File: src/design/sdsc_pkg.sv
// ----------------------------------------------------------------------------
// sdsc_pkg
// Shared constants and controller/datapath interface types for the
// steepest descent step controller.
// ----------------------------------------------------------------------------
package sdsc_pkg;

   localparam int ForceW  = 32;
   localparam int EnergyW = 48;
   localparam int StepW   = 32;
   localparam int ScaleW  = 48;
   localparam int IterW   = 24;
   localparam int SqW     = 64;
   localparam int FracGap = 24;                 // Q4.28 over Q20.12 into Q8.40
   localparam int DvdW    = StepW + FracGap;
   localparam int RootSteps = SqW / 2;
   localparam int RootCntW  = $clog2(RootSteps);
   localparam int DivCntW   = $clog2(DvdW);

   localparam logic [1:0] CSR_FORCE_TOL = 2'd0;
   localparam logic [1:0] CSR_INIT_STEP = 2'd1;
   localparam logic [1:0] CSR_MAX_ITER  = 2'd2;

   localparam logic [31:0]       RST_FORCE_TOL = 32'd40960;
   localparam logic [StepW-1:0]  RST_INIT_STEP = 32'd2684355;
   localparam logic [IterW-1:0]  RST_MAX_ITER  = 24'd0;

   localparam logic [StepW-1:0]  STEP_FLOOR = 32'd269;   // 1e-6 nm
   localparam logic [StepW-1:0]  RECIP5     = 32'hCCCCCCCD; // ceil(2^34/5)
   localparam int                RecipShift = 34;

   typedef struct packed {
      logic root_step;
      logic decide;
      logic grow_mul;
      logic grow_add;
      logic div_load;
      logic div_step;
      logic out_load;
   } cmd_type;

   typedef struct packed {
      logic last_done;
      logic last_pending;
      logic root_last;
      logic div_last;
      logic grow_needed;
   } status_type;

endpackage

File: src/design/sdsc_ctrl.sv
// ----------------------------------------------------------------------------
// sdsc_ctrl
// Sequencer: collect atoms, root, decision, step growth, division, response.
// ----------------------------------------------------------------------------
module sdsc_ctrl (
   input  logic                 clock,
   input  logic                 reset,
   input  sdsc_pkg::status_type st,
   input  logic                 rsp_ready,
   output logic                 req_ready,
   output logic                 rsp_valid,
   output sdsc_pkg::cmd_type    cmd
);

   localparam logic [2:0] S_IDLE     = 3'd0;
   localparam logic [2:0] S_ROOT     = 3'd1;
   localparam logic [2:0] S_DECIDE   = 3'd2;
   localparam logic [2:0] S_GROW_MUL = 3'd3;
   localparam logic [2:0] S_GROW_ADD = 3'd4;
   localparam logic [2:0] S_DIV_LOAD = 3'd5;
   localparam logic [2:0] S_DIV      = 3'd6;
   localparam logic [2:0] S_FINISH   = 3'd7;

   logic [2:0] state_ff, state_in;
   logic       resp_ff, resp_in;

   always_comb begin
      state_in = state_ff;
      resp_in  = resp_ff;
      cmd      = '0;
      unique case (state_ff)
         S_IDLE: begin
            if (!resp_ff && st.last_done) state_in = S_ROOT;
            if (resp_ff && rsp_ready) resp_in = 1'b0;
         end
         S_ROOT: begin
            cmd.root_step = 1'b1;
            if (st.root_last) state_in = S_DECIDE;
         end
         S_DECIDE: begin
            cmd.decide = 1'b1;
            state_in = S_GROW_MUL;
         end
         S_GROW_MUL: begin
            // growth only after an accepted, non-first trial
            cmd.grow_mul = st.grow_needed;
            state_in = st.grow_needed ? S_GROW_ADD : S_DIV_LOAD;
         end
         S_GROW_ADD: begin
            cmd.grow_add = 1'b1;
            state_in = S_DIV_LOAD;
         end
         S_DIV_LOAD: begin
            cmd.div_load = 1'b1;
            state_in = S_DIV;
         end
         S_DIV: begin
            cmd.div_step = 1'b1;
            if (st.div_last) state_in = S_FINISH;
         end
         S_FINISH: begin
            cmd.out_load = 1'b1;
            resp_in  = 1'b1;
            state_in = S_IDLE;
         end
         default: state_in = S_IDLE;
      endcase
   end

   always_ff @(posedge clock) begin
      if (reset) begin
         state_ff <= S_IDLE;
         resp_ff  <= 1'b0;
      end else begin
         state_ff <= state_in;
         resp_ff  <= resp_in;
      end
   end

   assign rsp_valid = resp_ff && (state_ff == S_IDLE);
   assign req_ready = (state_ff == S_IDLE) && !resp_ff && !st.last_pending;

   a_no_req_while_rsp: assert property (@(posedge clock) disable iff (reset)
      rsp_valid |-> !req_ready) else $error("request taken while response pending");
   a_root_follows_last: assert property (@(posedge clock) disable iff (reset)
      (state_ff == S_IDLE && !resp_ff && st.last_done) |=> state_ff == S_ROOT)
      else $error("iteration end did not start root");
   a_rsp_from_finish: assert property (@(posedge clock) disable iff (reset)
      $rose(rsp_valid) |-> $past(state_ff) == S_FINISH)
      else $error("response raised outside finish");

endmodule

File: config.mk
export PLATFORM = sky130hd
export DESIGN_NAME = sdsc_ctrl
export DESIGN_NICKNAME = d
export VERILOG_FILES = /design/src/design/sdsc_pkg.sv /design/src/design/sdsc_ctrl.sv
export SDC_FILE = /design/constraint.sdc
export NUM_CORES = 1
export LEC_CHECK = 0
export CORE_UTILIZATION = 25
export CTS_BUF_LIST = sky130_fd_sc_hd__clkbuf_16
export DETAILED_ROUTE_END_ITERATION = 12
export DONT_BUFFER_PORTS = 1
export PLACE_DENSITY = 0.49
export SYNTH_ARGS = -nofsm -noshare
export SYNTH_HDL_FRONTEND = slang
export SYNTH_SLANG_ARGS = --single-unit
File: constraint.sdc
create_clock -name clock -period 3.46 [get_ports clock]
set_clock_uncertainty 0.15 [all_clocks]
set_input_delay 1.038 -clock clock [delete_from_list [all_inputs] [get_ports clock]]
set_output_delay 1.038 -clock clock [all_outputs]
set_load 0.02 [all_outputs]
==> impl_metrics.prom <==
# TYPE chip_impl_metric gauge
chip_impl_info{name="run_status",value="finished clean"} 1
chip_impl_metric{name="htree_num_levels",unit=""} 1
chip_impl_metric{name="first_global_vias",unit=""} 255
chip_impl_info{name="top_signal_layer_used",value="met3"} 1
chip_impl_info{name="tritoncts",value="done"} 1
chip_impl_info{name="worst_setup_sp_type",value="flop"} 1
chip_impl_metric{name="layout.nets",unit=""} 57
chip_impl_metric{name="core-area",unit="um2"} 1330
chip_impl_metric{name="antennaDiodeCount",unit=""} 0
chip_impl_metric{name="global_route.overflow_total",unit=""} 0
chip_impl_metric{name="finalCoreUtilization",unit=""} 0.334
chip_impl_metric{name="clk-insertion-delay-late",unit="ns"} 0.22
chip_impl_metric{name="post-dp-hpwl",unit="um"} 536
chip_impl_metric{name="wire_length_of_the_first_global_routing_pass",unit="um"} 1060
chip_impl_metric{name="postLayoutCellArea",unit="um2"} 445
chip_impl_metric{name="numClockSinks",unit=""} 4
chip_impl_metric{name="wl_met3",unit="um"} 93
chip_impl_metric{name="die_height",unit="um"} 40.3
chip_impl_metric{name="route.antenna.remaining_nets",unit=""} 0
chip_impl_metric{name="ios",unit=""} 17
chip_impl_metric{name="cp.required",unit="ns"} 2.27
chip_impl_metric{name="drt-initial-drc-count",unit=""} 1
chip_impl_metric{name="relSlewSlack",unit=""} 0.558
chip_impl_metric{name="fin_worst_hold_slack",unit="ns"} 0.334
chip_impl_metric{name="avgRoutedWirePerCell",unit="um"} 11.4
chip_impl_metric{name="worst-slew-pin-transition",unit="ns"} 0.662
chip_impl_metric{name="finalSetupTns",unit="ns"} 0
chip_impl_metric{name="drcViolationCount",unit=""} 0
chip_impl_metric{name="synth_seq_cells",unit=""} 4
chip_impl_metric{name="num_rows",unit=""} 13
chip_impl_metric{name="final_min_period_over_clock_period",unit=""} 0.857
chip_impl_metric{name="power_density",unit="nW/um2"} 980
chip_impl_metric{name="postCtsHoldBufs",unit=""} 0
chip_impl_metric{name="number_of_enable_type_register_cells_in_the_synthesized_netlist",unit=""} 0
chip_impl_info{name="critPathKind",value="reg -> out"} 1
chip_impl_metric{name="avgViaCountPerCell",unit=""} 4.76
chip_impl_metric{name="grt_max_degree",unit=""} 13
chip_impl_metric{name="layout-drive-gt1-share",unit=""} 0.140
chip_impl_metric{name="nFillCells",unit=""} 141
chip_impl_metric{name="port_buffers",unit=""} 0
chip_impl_metric{name="gpl.final_weighted_congestion",unit=""} 0.751
chip_impl_info{name="dominant_synthesized_flop_cell",value="sky130_fd_sc_hd__dfxtp_1"} 1
chip_impl_metric{name="maxCapViolations",unit=""} 0
chip_impl_metric{name="fp.dieArea",unit="um2"} 1620
chip_impl_metric{name="cellLeakagePower",unit="nW"} 0.185
chip_impl_metric{name="syn_avg_cell_area",unit="um2"} 8.73
chip_impl_info{name="hold_class",value="reg -> reg"} 1
chip_impl_metric{name="period_needed",unit="ns"} 2.97
chip_impl_metric{name="cts_buffers",unit=""} 3
chip_impl_metric{name="multi_input_area",unit="um2"} 256
chip_impl_metric{name="total_grt_usage",unit=""} 0.104
chip_impl_metric{name="post_synthesis_instance_total",unit=""} 42
chip_impl_metric{name="place_area",unit="um2"} 370
chip_impl_metric{name="finalMaxSlewViolations",unit=""} 0
chip_impl_metric{name="async_flop_share",unit=""} 0
chip_impl_metric{name="worstPathArrival",unit="ns"} 1.78
chip_impl_metric{name="dr.pass1.iters",unit=""} 2
chip_impl_metric{name="synth.distinct_cells",unit=""} 20
chip_impl_metric{name="sequential_cell_area",unit="um2"} 80.1
chip_impl_metric{name="final_hold_viol_count",unit=""} 0
chip_impl_info{name="grt_setup_unrepaired",value="false"} 1
chip_impl_metric{name="detailroute.via_count",unit=""} 276
chip_impl_metric{name="synth_warnings",unit=""} 0
chip_impl_metric{name="drt-met1-wl",unit="um"} 270
chip_impl_metric{name="worst_setup_hold_path_clk_slew",unit="ns"} 0.03
chip_impl_metric{name="cts-root-to-sink-buffers",unit=""} 2
chip_impl_metric{name="grt_antenna_before_repair",unit=""} 0
chip_impl_metric{name="netlist_area",unit="um2"} 367
chip_impl_metric{name="area_delta_synth_final",unit="%"} 21.5
chip_impl_metric{name="irDropWorstVdd",unit="V"} 0.000389
chip_impl_metric{name="timing.fmax",unit="GHz"} 0.337
chip_impl_metric{name="met2RoutedLength",unit="um"} 298
chip_impl_metric{name="setup_violation_total_in_the_final_timing_report",unit=""} 0
chip_impl_metric{name="postCtsResizedCells",unit=""} 0
chip_impl_metric{name="syn_nets",unit=""} 54
chip_impl_metric{name="yosysSeqAreaShare",unit=""} 0.218
chip_impl_info{name="clock_root_buffer",value="sky130_fd_sc_hd__clkbuf_16"} 1
chip_impl_metric{name="drt_wirelength",unit="um"} 662
chip_impl_metric{name="die_w",unit="um"} 40.3
chip_impl_metric{name="critical_path.max_fanout",unit=""} 4
chip_impl_info{name="timing.critical_path.to_type",value="output pin"} 1
chip_impl_metric{name="total_setup_buffers_inserted_after_cts",unit=""} 0
chip_impl_metric{name="start_util",unit=""} 0.275
-- state kept, by name, indices dropped and copies added (netlist names) --
register / flops
state_ff: 3
resp_ff: 1
-- worst max-delay path, stage by stage (launching register included) --
cell and delay [ns]:
sky130_fd_sc_hd__dfxtp_1 0.33, sky130_fd_sc_hd__inv_1 0.09, sky130_fd_sc_hd__ha_1 0.21, sky130_fd_sc_hd__nor2b_1 0.32
sky130_fd_sc_hd__nor3b_1 0.61
-- layout make-up --
cell class                 count  share of cell area
multi-input combinational     32               0.576
sequential                     4               0.180
clock buffer                   3               0.169
tap                           15              0.0421
inverter                       4              0.0337
-- metal layers --
layer  vias to the layer above  GRT usage
li1                        142          -
met1                       119      0.103
met2                        15      0.157
met3                         0     0.0833
met4                         0     0.0500
met5                         -          0
-- synth_stat cells (all sizes together) (2+ instances only) --
cell type  n  area share
nand2b     2       0.034
a21oi      3       0.041
buf        2       0.041
ha         4        0.14
dfxtp      4        0.22
nor2       2       0.020
nand2      2       0.020
inv        4       0.041
nor3b      4        0.11
and2       5       0.092
nor2b      3       0.051
-- layout by cell type (no fill, tap or decap), drive strengths merged --
master | synthesis | routed
nor4 | 1 | 1
inv | 4 | 4
nor2b | 3 | 3
and3 | 1 | 1
ha | 4 | 4
dfxtp | 4 | 4
nand2 | 2 | 2
nand2b | 2 | 2
o41ai | 1 | 1
a221oi | 1 | 1
o21ai | 1 | 1
nor3b | 4 | 4
mux2i | 1 | 1
a21oi | 3 | 3
nor2 | 2 | 2
and2 | 5 | 5
o21bai | 1 | 1
clkbuf | 0 | 3
-- logic make-up after synthesis --
kind of cell / count (synthesis) / synth area share
compound gates: 7 / 0.171
buf+inv: 6 / 0.0819
flops: 4 / 0.218
fa+ha+maj: 4 / 0.137
mux: 1 / 0.0273
simple gates: 20 / 0.365
-- report_power, final --
group	internal, W	total, W	switching (W)
Combinational	0.0000782	0.000182	0.000104
Sequential	0.0000599	0.0000758	0.0000159
Clock	0.000148	0.000179	0.0000312
Total	0.000286	0.000436	0.000151
-- worst paths after layout --
path	depth (start not counted)	end	from	slack, ns
min reg2reg	2	resp_ff	resp_ff	0.33
max	4	req_ready	state_ff[0]	0.49
min	2	resp_ff	resp_ff	0.33
max reg2reg	6	state_ff[1]	state_ff[0]	1.71
-- stage by stage --
| stage | total power (W) | std cells | worst slack (ns) |
|---|---|---|---|
| final | 0.000436 | 58 | 0.494 |
| after global routing | 0.000472 | 58 | 0.311 |
| after CTS | 0.000444 | 58 | 0.461 |
| after detailed placement | 0.000262 | 55 | 0.698 |
| after global placement | 0.000263 | 55 | 0.694 |
| after floorplan | 0.000236 | 42 | 0.716 |
Note: power is estimated with default switching activity, not from simulation.
